===== config.mk =====
export PLATFORM = sky130hd
export DESIGN_NAME = sorted_set_insert_delete_core_flat
export DESIGN_NICKNAME = d
export VERILOG_FILES = /design/src/hdl/ssid_pkg.sv /design/src/hdl/ssid_if.sv /design/src/hdl/sorted_set_insert_delete_core.sv /design/src/hdl/ssid_ram.sv /design/src/flat_wrapper.sv
export SDC_FILE = /design/constraint.sdc
export NUM_CORES = 1
export LEC_CHECK = 0
export BUFFER_PORTS_ARGS = -buffer_cell sky130_fd_sc_hd__buf_2
export CAP_MARGIN = 20
export CORE_MARGIN = 4
export CORE_UTILIZATION = 60
export CTS_BUF_LIST = sky130_fd_sc_hd__clkbuf_2 sky130_fd_sc_hd__clkbuf_4 sky130_fd_sc_hd__clkbuf_8
export DETAILED_ROUTE_END_ITERATION = 16
export PLACE_DENSITY = 0.85
export SETUP_SLACK_MARGIN = 0.4
export SYNTH_ARGS = -nofsm -noshare
export SYNTH_HDL_FRONTEND = slang
export SYNTH_SLANG_ARGS = --single-unit

===== constraint.sdc =====
create_clock -name i_clk -period 6.8 [get_ports i_clk]
set_input_delay 1.02 -clock i_clk [delete_from_list [all_inputs] [get_ports i_clk]]
set_output_delay 1.02 -clock i_clk [all_outputs]
set_load 0.1 [all_outputs]

===== src/hdl/ssid_pkg.sv =====
// Package for the sorted set store: operation and status codes, sequencer states.
// No dependencies.
`default_nettype none

package ssid_pkg;

    localparam int VALUE_W  = 32;
    localparam int MODE_W   = 2;
    localparam int STATUS_W = 3;

    localparam logic [MODE_W-1:0] MODE_INSERT = 2'd0;
    localparam logic [MODE_W-1:0] MODE_DELETE = 2'd1;
    localparam logic [MODE_W-1:0] MODE_LIST   = 2'd2;

    localparam logic [STATUS_W-1:0] STAT_INSERTED  = 3'd0;
    localparam logic [STATUS_W-1:0] STAT_DUPLICATE = 3'd1;
    localparam logic [STATUS_W-1:0] STAT_REMOVED   = 3'd2;
    localparam logic [STATUS_W-1:0] STAT_NOT_FOUND = 3'd3;
    localparam logic [STATUS_W-1:0] STAT_FULL      = 3'd4;
    localparam logic [STATUS_W-1:0] STAT_ENTRY     = 3'd5;

    typedef enum logic [2:0] {
        ST_IDLE,
        ST_SCAN,
        ST_SHIFT_UP,
        ST_SHIFT_DN,
        ST_PUT,
        ST_LIST,
        ST_RESP
    } t_state;

endpackage

`default_nettype wire


===== src/hdl/ssid_if.sv =====
// Valid/ready channel interfaces for the sorted set store.
// Request channel (mode, value) and result channel; widths from ssid_pkg.
`default_nettype none

interface ssid_in_if;
    logic                                valid;
    logic                                ready;
    logic [ssid_pkg::MODE_W-1:0]         mode;
    logic signed [ssid_pkg::VALUE_W-1:0] value;

    modport source (output valid, output mode, output value, input ready);
    modport sink   (input valid, input mode, input value, output ready);
endinterface

interface ssid_out_if;
    logic                                valid;
    logic                                ready;
    logic [ssid_pkg::STATUS_W-1:0]       status;
    logic signed [ssid_pkg::VALUE_W-1:0] entry_value;
    logic                                list_empty;
    logic                                last;

    modport source (output valid, output status, output entry_value,
                    output list_empty, output last, input ready);
    modport sink   (input valid, input status, input entry_value,
                    input list_empty, input last, output ready);
endinterface

`default_nettype wire


===== src/hdl/sorted_set_insert_delete_core.sv =====
// Sorted set store; after a request is accepted the block is busy until its result, or
// its last list entry, is loaded; output stalls lengthen this. List streams one entry
// per cycle while the output is not stalled. One RAM entry is compared or moved per
// cycle, through one write and one read port. Ready only while idle: no new request is
// taken before the last is done; the result register lets the next one in while a
// result waits. Reset (sync, active low) empties the store by clearing the count only.
`default_nettype none

module sorted_set_insert_delete_core #(
    parameter int CAPACITY = 16
) (
    input  wire logic  i_clk,
    input  wire logic  i_rst_n,
    ssid_in_if.sink    i_in,
    ssid_out_if.source o_out
);

    import ssid_pkg::*;

    localparam int CW = $clog2(CAPACITY + 1);
    localparam int AW = $clog2(CAPACITY);

    t_state r_state, n_state;

    logic [CW-1:0]              r_idx, n_idx;
    logic [CW-1:0]              r_slot, n_slot;
    logic [CW-1:0]              r_count, n_count;
    logic [MODE_W-1:0]          r_op, n_op;
    logic signed [VALUE_W-1:0]  r_value, n_value;
    logic [STATUS_W-1:0]        r_status, n_status;

    logic                       r_out_valid, n_out_valid;
    logic [STATUS_W-1:0]        r_out_status, n_out_status;
    logic signed [VALUE_W-1:0]  r_out_value, n_out_value;
    logic                       r_out_empty, n_out_empty;
    logic                       r_out_last, n_out_last;

    logic                       w_we;
    logic [AW-1:0]              w_waddr;
    logic [VALUE_W-1:0]         w_wdata;
    logic [VALUE_W-1:0]         w_rdata;

    logic                       w_in_acc;
    logic                       w_free;
    logic                       w_load;
    logic                       w_at_end;
    logic                       w_less;
    logic                       w_stop;
    logic                       w_match;
    logic                       w_full;
    logic [CW-1:0]              w_cnt_m1;
    logic [CW-1:0]              w_idx_p1;
    logic [CW-1:0]              w_idx_m1;

    // read address follows the next index, so read data always shows entry r_idx
    ssid_ram #(
        .WIDTH (VALUE_W),
        .DEPTH (CAPACITY)
    ) u_ram (
        .i_clk   (i_clk),
        .i_we    (w_we),
        .i_waddr (w_waddr),
        .i_wdata (w_wdata),
        .i_raddr (n_idx[AW-1:0]),
        .o_rdata (w_rdata)
    );

    assign i_in.ready = (r_state == ST_IDLE);
    assign w_in_acc   = i_in.valid && i_in.ready;
    assign w_free     = !r_out_valid || o_out.ready;

    assign w_cnt_m1 = r_count - CW'(1);
    assign w_idx_p1 = r_idx + CW'(1);
    assign w_idx_m1 = r_idx - CW'(1);
    assign w_at_end = (r_idx == r_count);
    assign w_less   = $signed(w_rdata) < r_value;
    assign w_stop   = w_at_end || !w_less;
    assign w_match  = !w_at_end && ($signed(w_rdata) == r_value);
    assign w_full   = (r_count == CW'(CAPACITY));

    // next state
    always_comb begin
        n_state = r_state;
        case (r_state)
            ST_IDLE: begin
                if (w_in_acc) begin
                    if (i_in.mode inside {MODE_INSERT, MODE_DELETE}) begin
                        n_state = ST_SCAN;
                    end else if (i_in.mode == MODE_LIST) begin
                        n_state = ST_LIST;
                    end
                end
            end
            ST_SCAN: begin
                if (w_stop) begin
                    if (r_op == MODE_INSERT) begin
                        if (w_match || w_full) begin
                            n_state = ST_RESP;
                        end else if (w_at_end) begin
                            n_state = ST_PUT;
                        end else begin
                            n_state = ST_SHIFT_UP;
                        end
                    end else begin
                        if (w_match && (r_idx != w_cnt_m1)) begin
                            n_state = ST_SHIFT_DN;
                        end else begin
                            n_state = ST_RESP;
                        end
                    end
                end
            end
            ST_SHIFT_UP: begin
                if (r_idx == r_slot) begin
                    n_state = ST_PUT;
                end
            end
            ST_SHIFT_DN: begin
                if (r_idx == w_cnt_m1) begin
                    n_state = ST_RESP;
                end
            end
            ST_PUT: begin
                n_state = ST_RESP;
            end
            ST_LIST: begin
                if (w_free && ((r_count == '0) || (r_idx == w_cnt_m1))) begin
                    n_state = ST_IDLE;
                end
            end
            ST_RESP: begin
                if (w_free) begin
                    n_state = ST_IDLE;
                end
            end
            default: begin
                n_state = ST_IDLE;
            end
        endcase
    end

    // datapath and result register loads
    always_comb begin
        n_idx        = r_idx;
        n_slot       = r_slot;
        n_count      = r_count;
        n_op         = r_op;
        n_value      = r_value;
        n_status     = r_status;
        w_we         = 1'b0;
        w_waddr      = r_idx[AW-1:0];
        w_wdata      = w_rdata;
        w_load       = 1'b0;
        n_out_status = r_out_status;
        n_out_value  = r_out_value;
        n_out_empty  = r_out_empty;
        n_out_last   = r_out_last;
        case (r_state)
            ST_IDLE: begin
                if (w_in_acc) begin
                    n_op    = i_in.mode;
                    n_value = i_in.value;
                    n_idx   = '0;
                end
            end
            ST_SCAN: begin
                if (!w_stop) begin
                    n_idx = w_idx_p1;
                end else begin
                    n_slot = r_idx;
                    if (r_op == MODE_INSERT) begin
                        if (w_match) begin
                            n_status = STAT_DUPLICATE;
                        end else if (w_full) begin
                            n_status = STAT_FULL;
                        end else if (!w_at_end) begin
                            n_idx = w_cnt_m1;
                        end
                    end else begin
                        if (!w_match) begin
                            n_status = STAT_NOT_FOUND;
                        end else if (r_idx == w_cnt_m1) begin
                            n_count  = w_cnt_m1;
                            n_status = STAT_REMOVED;
                        end else begin
                            n_idx = w_idx_p1;
                        end
                    end
                end
            end
            ST_SHIFT_UP: begin
                // move entry r_idx one place up
                w_we    = 1'b1;
                w_waddr = w_idx_p1[AW-1:0];
                if (r_idx != r_slot) begin
                    n_idx = w_idx_m1;
                end
            end
            ST_SHIFT_DN: begin
                // move entry r_idx one place down
                w_we    = 1'b1;
                w_waddr = w_idx_m1[AW-1:0];
                if (r_idx == w_cnt_m1) begin
                    n_count  = w_cnt_m1;
                    n_status = STAT_REMOVED;
                end else begin
                    n_idx = w_idx_p1;
                end
            end
            ST_PUT: begin
                w_we     = 1'b1;
                w_waddr  = r_slot[AW-1:0];
                w_wdata  = r_value;
                n_count  = r_count + CW'(1);
                n_status = STAT_INSERTED;
            end
            ST_LIST: begin
                if (w_free) begin
                    w_load       = 1'b1;
                    n_out_status = STAT_ENTRY;
                    n_idx        = w_idx_p1;
                    if (r_count == '0) begin
                        n_out_value = '0;
                        n_out_empty = 1'b1;
                        n_out_last  = 1'b1;
                    end else begin
                        n_out_value = $signed(w_rdata);
                        n_out_empty = 1'b0;
                        n_out_last  = (r_idx == w_cnt_m1);
                    end
                end
            end
            ST_RESP: begin
                if (w_free) begin
                    w_load       = 1'b1;
                    n_out_status = r_status;
                    n_out_value  = r_value;
                    n_out_empty  = 1'b0;
                    n_out_last   = 1'b1;
                end
            end
            default: begin
                n_idx = r_idx;
            end
        endcase
    end

    always_comb begin
        n_out_valid = r_out_valid;
        if (w_load) begin
            n_out_valid = 1'b1;
        end else if (o_out.ready) begin
            n_out_valid = 1'b0;
        end
    end

    always_ff @(posedge i_clk) begin
        if (!i_rst_n) begin
            r_state     <= ST_IDLE;
            r_count     <= '0;
            r_idx       <= '0;
            r_out_valid <= 1'b0;
        end else begin
            r_state     <= n_state;
            r_count     <= n_count;
            r_idx       <= n_idx;
            r_out_valid <= n_out_valid;
        end
    end

    always_ff @(posedge i_clk) begin
        r_slot       <= n_slot;
        r_op         <= n_op;
        r_value      <= n_value;
        r_status     <= n_status;
        r_out_status <= n_out_status;
        r_out_value  <= n_out_value;
        r_out_empty  <= n_out_empty;
        r_out_last   <= n_out_last;
    end

    assign o_out.valid       = r_out_valid;
    assign o_out.status      = r_out_status;
    assign o_out.entry_value = r_out_value;
    assign o_out.list_empty  = r_out_empty;
    assign o_out.last        = r_out_last;

endmodule

`default_nettype wire


===== src/hdl/ssid_ram.sv =====
// Generic single-write, single-read RAM with registered read data.
// No dependencies.
`default_nettype none

module ssid_ram #(
    parameter int WIDTH = 32,
    parameter int DEPTH = 16
) (
    input  wire logic                     i_clk,
    input  wire logic                     i_we,
    input  wire logic [$clog2(DEPTH)-1:0] i_waddr,
    input  wire logic [WIDTH-1:0]         i_wdata,
    input  wire logic [$clog2(DEPTH)-1:0] i_raddr,
    output logic      [WIDTH-1:0]         o_rdata
);

    logic [WIDTH-1:0] r_mem [DEPTH];
    logic [WIDTH-1:0] r_rdata;

    always_ff @(posedge i_clk) begin
        if (i_we) begin
            r_mem[i_waddr] <= i_wdata;
        end
        r_rdata <= r_mem[i_raddr];
    end

    assign o_rdata = r_rdata;

endmodule

`default_nettype wire


===== src/flat_wrapper.sv =====
// flat-port wrapper written by rule: the top's interface ports become plain ports
module sorted_set_insert_delete_core_flat import ssid_pkg::*;
#(
    parameter int CAPACITY = 16
)
  (i_clk, i_rst_n, i_in_valid, i_in_mode, i_in_value, i_in_ready, o_out_valid, o_out_status, o_out_entry_value, o_out_list_empty, o_out_last, o_out_ready);
  ssid_in_if i_in_i ();
  ssid_out_if o_out_i ();
  input  wire logic i_clk;
  input  wire logic i_rst_n;
  input wire logic [$bits(i_in_i.valid)-1:0] i_in_valid;
  input wire logic [$bits(i_in_i.mode)-1:0] i_in_mode;
  input wire logic [$bits(i_in_i.value)-1:0] i_in_value;
  output wire logic [$bits(i_in_i.ready)-1:0] i_in_ready;
  output wire logic [$bits(o_out_i.valid)-1:0] o_out_valid;
  output wire logic [$bits(o_out_i.status)-1:0] o_out_status;
  output wire logic [$bits(o_out_i.entry_value)-1:0] o_out_entry_value;
  output wire logic [$bits(o_out_i.list_empty)-1:0] o_out_list_empty;
  output wire logic [$bits(o_out_i.last)-1:0] o_out_last;
  input wire logic [$bits(o_out_i.ready)-1:0] o_out_ready;
  assign i_in_i.valid = i_in_valid;
  assign i_in_i.mode = i_in_mode;
  assign i_in_i.value = i_in_value;
  assign i_in_ready = i_in_i.ready;
  assign o_out_valid = o_out_i.valid;
  assign o_out_status = o_out_i.status;
  assign o_out_entry_value = o_out_i.entry_value;
  assign o_out_list_empty = o_out_i.list_empty;
  assign o_out_last = o_out_i.last;
  assign o_out_i.ready = o_out_ready;
  sorted_set_insert_delete_core #(.CAPACITY(CAPACITY)) u_core (.i_clk(i_clk), .i_rst_n(i_rst_n), .i_in(i_in_i), .o_out(o_out_i));
endmodule

==> flow_metrics.py, run 1 <==
metrics = {
    "synth": {
        "syn_area_um2": 27960,
        "synth.distinct_cells": 86,
        "netlist_instances": 2020,
        "ys_seq_area_share_pct": 66.76,
        "synth_edf_count": 591,
        "avgSynthCellArea_um2": 13.84,
        "yosysWarnings": 0,
        "synth_flop_cell": "edfxtp_1",
        "synth.ff_latch_count": 637,
        "synth_nets": 2094,
        "synthArstFlopShare_pct": 0,
    },
    "setup_path": {
        "crit_chain": "inv_1, ha_1, nand4_1, nor4_2, nand3_1, nand2_1, o22ai_1, nand4_1, buf_4, buf_4, and4_1, a211oi_1, or4_1, nand4_1",
        "crit_fanout": 64,
        "max_stage_delay_ns": 0.90,
        "reg2reg_depth": 14,
        "r2r_end": "u_core.u_ram.o_rdata[22]",
        "slowest_stage": "nor4_2",
        "start_kind": "register",
        "crit_arrival_ns": 6.20,
        "end_kind": "register",
        "reg2reg_slack_ns": 1.21,
        "reg2reg_from": "u_core.r_value[31]",
        "cp_common_cell": "nand4_1",
        "path_class": "reg2reg",
        "critPathRequiredTime_ns": 7.41,
    },
    "cts": {
        "htreeDepth": 3,
        "cts.sink_count": 637,
        "postCtsSetupBuffers": 0,
        "clk_pin_slew_ns": 0.06,
        "cts_resized": 0,
        "clockRootBuffer": "clkbuf_8",
        "postCtsHoldBufs": 0,
        "cts_buffer_depth": 3,
        "clk_latency_ns": 0.69,
        "cts-buffers-inserted": 96,
        "cts_tree": "done",
    },
    "route": {
        "route.detailed.drc": 0,
        "drtPass1Iterations": 6,
        "drt_wl_total_mm": 75.57,
        "wl_per_cell_um": 27.24,
        "vias_per_cell": 7.053,
        "drt_iter0_markers": 2772,
        "antenna_left": 0,
        "route.vias.total": 19564,
    },
    "placement": {
        "dp_hpwl_mm": 40.18,
        "place_inst": 2591,
        "io_buffers": 76,
        "routabilityCongestion": 0.9198,
    },
    "layout": {
        "syn_to_final_growth_pct": 11.61,
        "stdcell_count": 2774,
        "utilization_pct": 68.18,
        "nets": 2165,
        "drive_gt1_share_pct": 18.68,
    },
    "sta": {
        "setup_tns_ns": 0,
        "finalCritPeriodShare_pct": 82.20,
        "finalHoldViolations": 0,
        "worstMarginPinSlew_ns": 1.086,
        "finalClockSkew_ns": 0.03606,
        "rsz0062_at_grt": "no",
        "setup_viol_count_final": 0,
        "post-route-min-period_ns": 5.590,
        "slew-limit-headroom_pct": 27.10,
        "slew_viol_final": 0,
        "fmax_mhz": 178.9,
    },
    "floorplanning": {
        "ios": 77,
        "rows": 78,
        "start_util_pct": 61.09,
        "die_y_um": 223.9,
        "die_w_um": 223.9,
        "dieArea_um2": 50120,
        "coreArea_um2": 45770,
    },
    "hold_path": {
        "hold_start": "i_in_value[24]",
        "hold_depth": 1,
        "hold_end": "u_core.r_value[24]",
        "hold_path.class": "in2reg",
    },
    "run_status": {
        "outcome": "complete, no violations",
    },
    "global_route": {
        "grt_pass1_vias": 19678,
        "gr-total-overflow": 0,
        "antenna_found_initial": 2,
        "grt_max_degree": 92,
        "grt_pass1_wl_mm": 114.7,
        "grt_use_total_pct": 29.61,
    },
    "run": {
        "drv_cap": 0,
    },
}
[final cells by class]
class	instances	area, um2
repair buffers	155	1023
fillers	2858	14560
diodes	1	2.502
flip-flops and latches	637	18670
well taps	600	750.7
clock inverters	34	326.6
multi-input cells	1067	8169
clock buffers	146	1765
inverters	134	503.0
[state kept, by name, indices dropped and copies added (netlist names)]
signal                    count
u_core.u_ram.r_mem          512
u_core.o_out.entry_value     32
u_core.r_value               32
u_core.u_ram.o_rdata         32
u_core.r_count                5
u_core.r_idx                  5
u_core.r_slot                 5
u_core.o_out.status           3
u_core.r_state                3
u_core.r_status               3
u_core.r_op                   2
u_core.o_out.last             1
u_core.o_out.list_empty       1
u_core.o_out.valid            1
[metal layers]
layer  part of all wire, %  track usage, %  up-vias
met1                    34           37.07     9460
met5                     0               0        -
met2                    48           48.63     1521
met4                   5.4           16.19        0
li1                      -               -     8257
met3                    12           6.356      326
[synth_stat cells (16+ instances only)]
cell	instances	area, um2
nand3_1	16	80.08
inv_1	134	503.0
edfxtp_1	591	17750
o211ai_1	95	713.2
buf_2	32	160.2
nand4_1	168	1051
and4_1	62	543.0
clkbuf_1	114	427.9
buf_4	17	127.6
a2111o_1	31	349.1
o21ai_0	55	275.3
dfxtp_1	46	920.9
nor2_1	42	157.7
o31a_1	40	350.3
ha_1	36	450.4
nand2_1	72	270.3
mux2_2	30	337.8
o2111ai_1	33	289.0
mux2i_1	35	350.3
a22o_1	32	280.3
a21oi_1	26	130.1
or4_1	33	247.7
a211oi_1	102	765.7
[worst max-delay path by stage]
stage / slack, ns / depth (start not counted) / to / from
CTS: 1.49 / 14 / u_core.u_ram.o_rdata[5] / u_core.r_value[31]
global placement: 1.64 / 13 / u_core.u_ram.o_rdata[0] / u_core.r_value[31]
floorplan: 2.44 / 4 / u_core.r_op[0] / u_core.r_state[0]
finish: 1.21 / 14 / u_core.u_ram.o_rdata[22] / u_core.r_value[31]
detailed placement: 1.51 / 14 / u_core.u_ram.o_rdata[1] / u_core.r_value[31]
global route: 1.11 / 14 / u_core.u_ram.o_rdata[13] / u_core.r_value[31]
[placed cells by master, fill, tap and decap left out, types with 4 or more instances in the layout]
cell       netlist  routed
mux2i_1         35      35
a21boi_0         4       4
a221oi_1         4       4
o21ai_0         55      54
clkinv_1         0      12
a2111o_1        31      31
or4_1           33      33
nand3_1         16      15
inv_1          134     134
buf_4           17      72
a22o_1          32      32
o2111ai_1       33      33
xor2_1          14      14
edfxtp_1       591     591
nor2_4           0      18
buf_2           32      79
nor4_1           6       6
clkinv_2         0      11
dfxtp_1         46      46
nor2_1          42      24
clkbuf_4         1      39
nand2_1         72      71
a21o_1           8       8
nor3_1          12      12
a21oi_1         26      26
o31a_1          40      40
bufinv_16        0       6
and3_1           5       4
clkbuf_8         0     107
nand2b_1         9       9
o211ai_1        95      95
and4_1          62      62
xnor2_1         12      12
a211oi_1       102     102
and2_1          12      11
ha_1            36      36
mux2_2          30      30
nand4_1        168     168
[through the flow]
stage	worst slack, ns	instance area (um2)	hold WS, ns
2_1_floorplan	2.443	27960	0.4095
3_3_place_gp	1.637	29050	0.5223
3_5_place_dp	1.510	29070	0.5290
4_1_cts	1.487	31160	0.4685
5_1_grt	1.111	31210	0.4872
6_report	1.210	31210	0.5045
[kinds of logic after synthesis]
group,share of synthesized area [%]
buffers and inverters,4.788
XOR/XNOR,0.9710
AND/OR/NAND/NOR,10.05
adder cells (fa/ha/maj),1.611
flip-flops,66.76
multiplexers,2.541
AO/OA/AOI/OAI,13.28
[critical path: cells and delay by family (launching register included)]
kind | cells | cell delay [ns]
AOI/OAI and AO/OA | 2 | 0.22
adders and majority gates | 1 | 0.37
buffers and inverters | 3 | 1.33
DFF | 1 | 0.45
and+or+nand+nor | 8 | 3.02
Power of run 1 is not shown: default switching activity piles up to over one toggle a cycle in this logic, so the estimate is an artifact.
==> run 2: changes to the inputs <==
--- a/config.mk
+++ b/config.mk
@@ -8,10 +8,10 @@
 export BUFFER_PORTS_ARGS = -buffer_cell sky130_fd_sc_hd__buf_2
 export CAP_MARGIN = 20
 export CORE_MARGIN = 4
-export CORE_UTILIZATION = 60
+export CORE_UTILIZATION = 58
 export CTS_BUF_LIST = sky130_fd_sc_hd__clkbuf_2 sky130_fd_sc_hd__clkbuf_4 sky130_fd_sc_hd__clkbuf_8
 export DETAILED_ROUTE_END_ITERATION = 16
-export PLACE_DENSITY = 0.85
+export PLACE_DENSITY = 0.86
 export SETUP_SLACK_MARGIN = 0.4
 export SYNTH_ARGS = -nofsm -noshare
 export SYNTH_HDL_FRONTEND = slang
==> constraint.sdc (replaced) <==
create_clock -name i_clk -period 4.55 [get_ports i_clk]
set_input_delay 0.6825 -clock i_clk [delete_from_list [all_inputs] [get_ports i_clk]]
set_output_delay 0.6825 -clock i_clk [all_outputs]
set_load 0.1 [all_outputs]
==> flow_metrics.py, run 2 (synthesized netlist as in run 1, its figures left out) <==
metrics = {
    "route": {
        "wl_per_cell_um": 30.57,
        "antenna_left": 0,
        "route.detailed.drc": 0,
        "drt_wl_total_mm": 87.38,
        "drt_iter0_markers": 3705,
        "route.vias.total": 21032,
        "vias_per_cell": 7.359,
        "drtPass1Iterations": 6,
    },
    "cts": {
        "cts_buffer_depth": 3,
        "cts.sink_count": 637,
        "clockRootBuffer": "clkbuf_8",
        "postCtsHoldBufs": 0,
        "htreeDepth": 3,
        "clk_pin_slew_ns": 0.07,
        "cts-buffers-inserted": 99,
        "cts_tree": "done",
        "clk_latency_ns": 0.74,
    },
    "run": {
        "drv_cap": 0,
    },
    "sta": {
        "holdWs_ns": 0.1165,
        "post-route-min-period_ns": 4.382,
        "fmax_mhz": 228.2,
        "setup_tns_ns": 0,
        "slew_viol_final": 0,
        "finalHoldViolations": 0,
        "setup_viol_count_final": 0,
        "slew-limit-headroom_pct": 5.558,
        "finalCritPeriodShare_pct": 96.32,
        "rsz0062_at_grt": "yes",
        "worstMarginPinSlew_ns": 1.407,
        "finalClockSkew_ns": 0.05000,
    },
    "setup_path": {
        "slowest_stage": "or4_4",
        "crit_start": "u_core.r_value[17]",
        "max_stage_delay_ns": 0.58,
        "crit_chain": "inv_1, ha_4, a21oi_1, o21ai_0, a211oi_2, o21ai_4, or4_4, buf_4, a21boi_4, nor3_4, buf_12, buf_12, a211oi_1, nor4bb_1, or4_1",
        "start_kind": "register",
        "crit_arrival_ns": 4.95,
        "crit_fanout": 32,
        "reg2reg_from": "u_core.r_value[17]",
        "end_kind": "register",
        "critPathRequiredTime_ns": 5.12,
        "path_class": "reg2reg",
        "cp_common_cell": "buf_12",
    },
    "layout": {
        "diodes": 0,
        "regMostFlops": "u_core.u_ram.r_mem",
        "final_cell_mix": "edfxtp_1 (591), nand4_1 (168), inv_1 (132)",
        "drive_gt1_share_pct": 22.20,
        "nets": 2235,
        "largest_reg_flops": 512,
        "final_common_cell": "edfxtp_1",
        "syn_to_final_growth_pct": 16.72,
        "fill_cells": 2850,
    },
    "floorplanning": {
        "die_y_um": 227.6,
        "dieArea_um2": 51790,
        "die_w_um": 227.6,
        "ios": 77,
        "coreArea_um2": 47750,
        "start_util_pct": 58.57,
        "rows": 80,
    },
    "run_status": {
        "outcome": "complete, no violations",
    },
    "global_route": {
        "grt_pass1_wl_mm": 117.2,
        "gr-total-overflow": 0,
        "grt_use_total_pct": 29.85,
        "antenna_found_initial": 1,
        "grt_pass1_vias": 19737,
        "grt_max_degree": 117,
    },
    "placement": {
        "dp_hpwl_mm": 42.98,
        "routabilityCongestion": 0.8820,
        "io_buffers": 76,
    },
    "hold_path": {
        "hold_start": "i_in_value[5]",
        "hold_path.class": "in2reg",
    },
}
[run 2: cell count changes in the layout (fill, tap and decap cells not counted), sizes merged]
cell      delta
bufinv       -3
diode        -1
clkbuf      +15
bufbuf       +3
clkinvlp     -1
buf         +53
and3         +1
clkinv       -1
inv          +3
[run 2: per-layer routing]
layer | track usage [%] | share of wire (%) | vias to the layer above
met1 | 38.38 | 33 | 9937
met4 | 15.95 | 6.2 | 0
li1 | - | - | 8422
met5 | 0 | 0 | -
met2 | 46.51 | 46 | 2159
met3 | 8.446 | 14 | 514
[run 2: worst max-delay path, delay by kind of cell, from the launching register on]
kind,cells,cell delay (ns)
compound gates,6,1.51
simple gates,4,1.35
buf+inv,4,0.66
flops,1,0.43
fa+ha+maj,1,0.24
[run 2: metrics by stage]
| stage | area, um2 | worst slack, ns | util (%) | cells |
|---|---|---|---|---|
| 6_report | 32640 | 0.1675 | 68.36 | 2858 |
| 5_1_grt | 32640 | 0.1529 | 68.36 | 2858 |
| 4_1_cts | 32000 | 0.4053 | 67.02 | 2823 |
| 3_5_place_dp | 29670 | 0.2658 | 62.15 | 2631 |
| 3_3_place_gp | 29670 | 0.4272 | 62.15 | 2631 |
| 2_1_floorplan | 27970 | 0.8349 | - | 2020 |
[run 2: what timing repair did]
item,CTS,global route
pin swaps,4,15
buffers inserted,6,23
gates cloned,3,9
resized for setup,12,39
setup endpoints to repair,17,32
[run 2: area by class of cell]
| cell class | instances | area, um2 | share of cell area [%] |
|---|---|---|---|
| Clock buffer | 151 | 1828 | 5.601 |
| Clock inverter | 32 | 267.8 | 0.8204 |
| Sequential cell | 637 | 18670 | 57.20 |
| Inverter | 134 | 503.0 | 1.541 |
| Multi-Input combinational cell | 1068 | 8376 | 25.66 |
| Tap cell | 615 | 769.5 | 2.358 |
| Timing Repair Buffer | 221 | 2226 | 6.820 |
[run 2: final timing paths]
check,to,slack [ns],depth (start not counted)
max reg2reg,u_core.u_ram.o_rdata[30],0.17,15
max,u_core.u_ram.o_rdata[30],0.17,15
min,u_core.r_value[5],0.12,1
min reg2reg,u_core.o_out.valid,0.55,2
Power of run 2 is left out for the same reason.
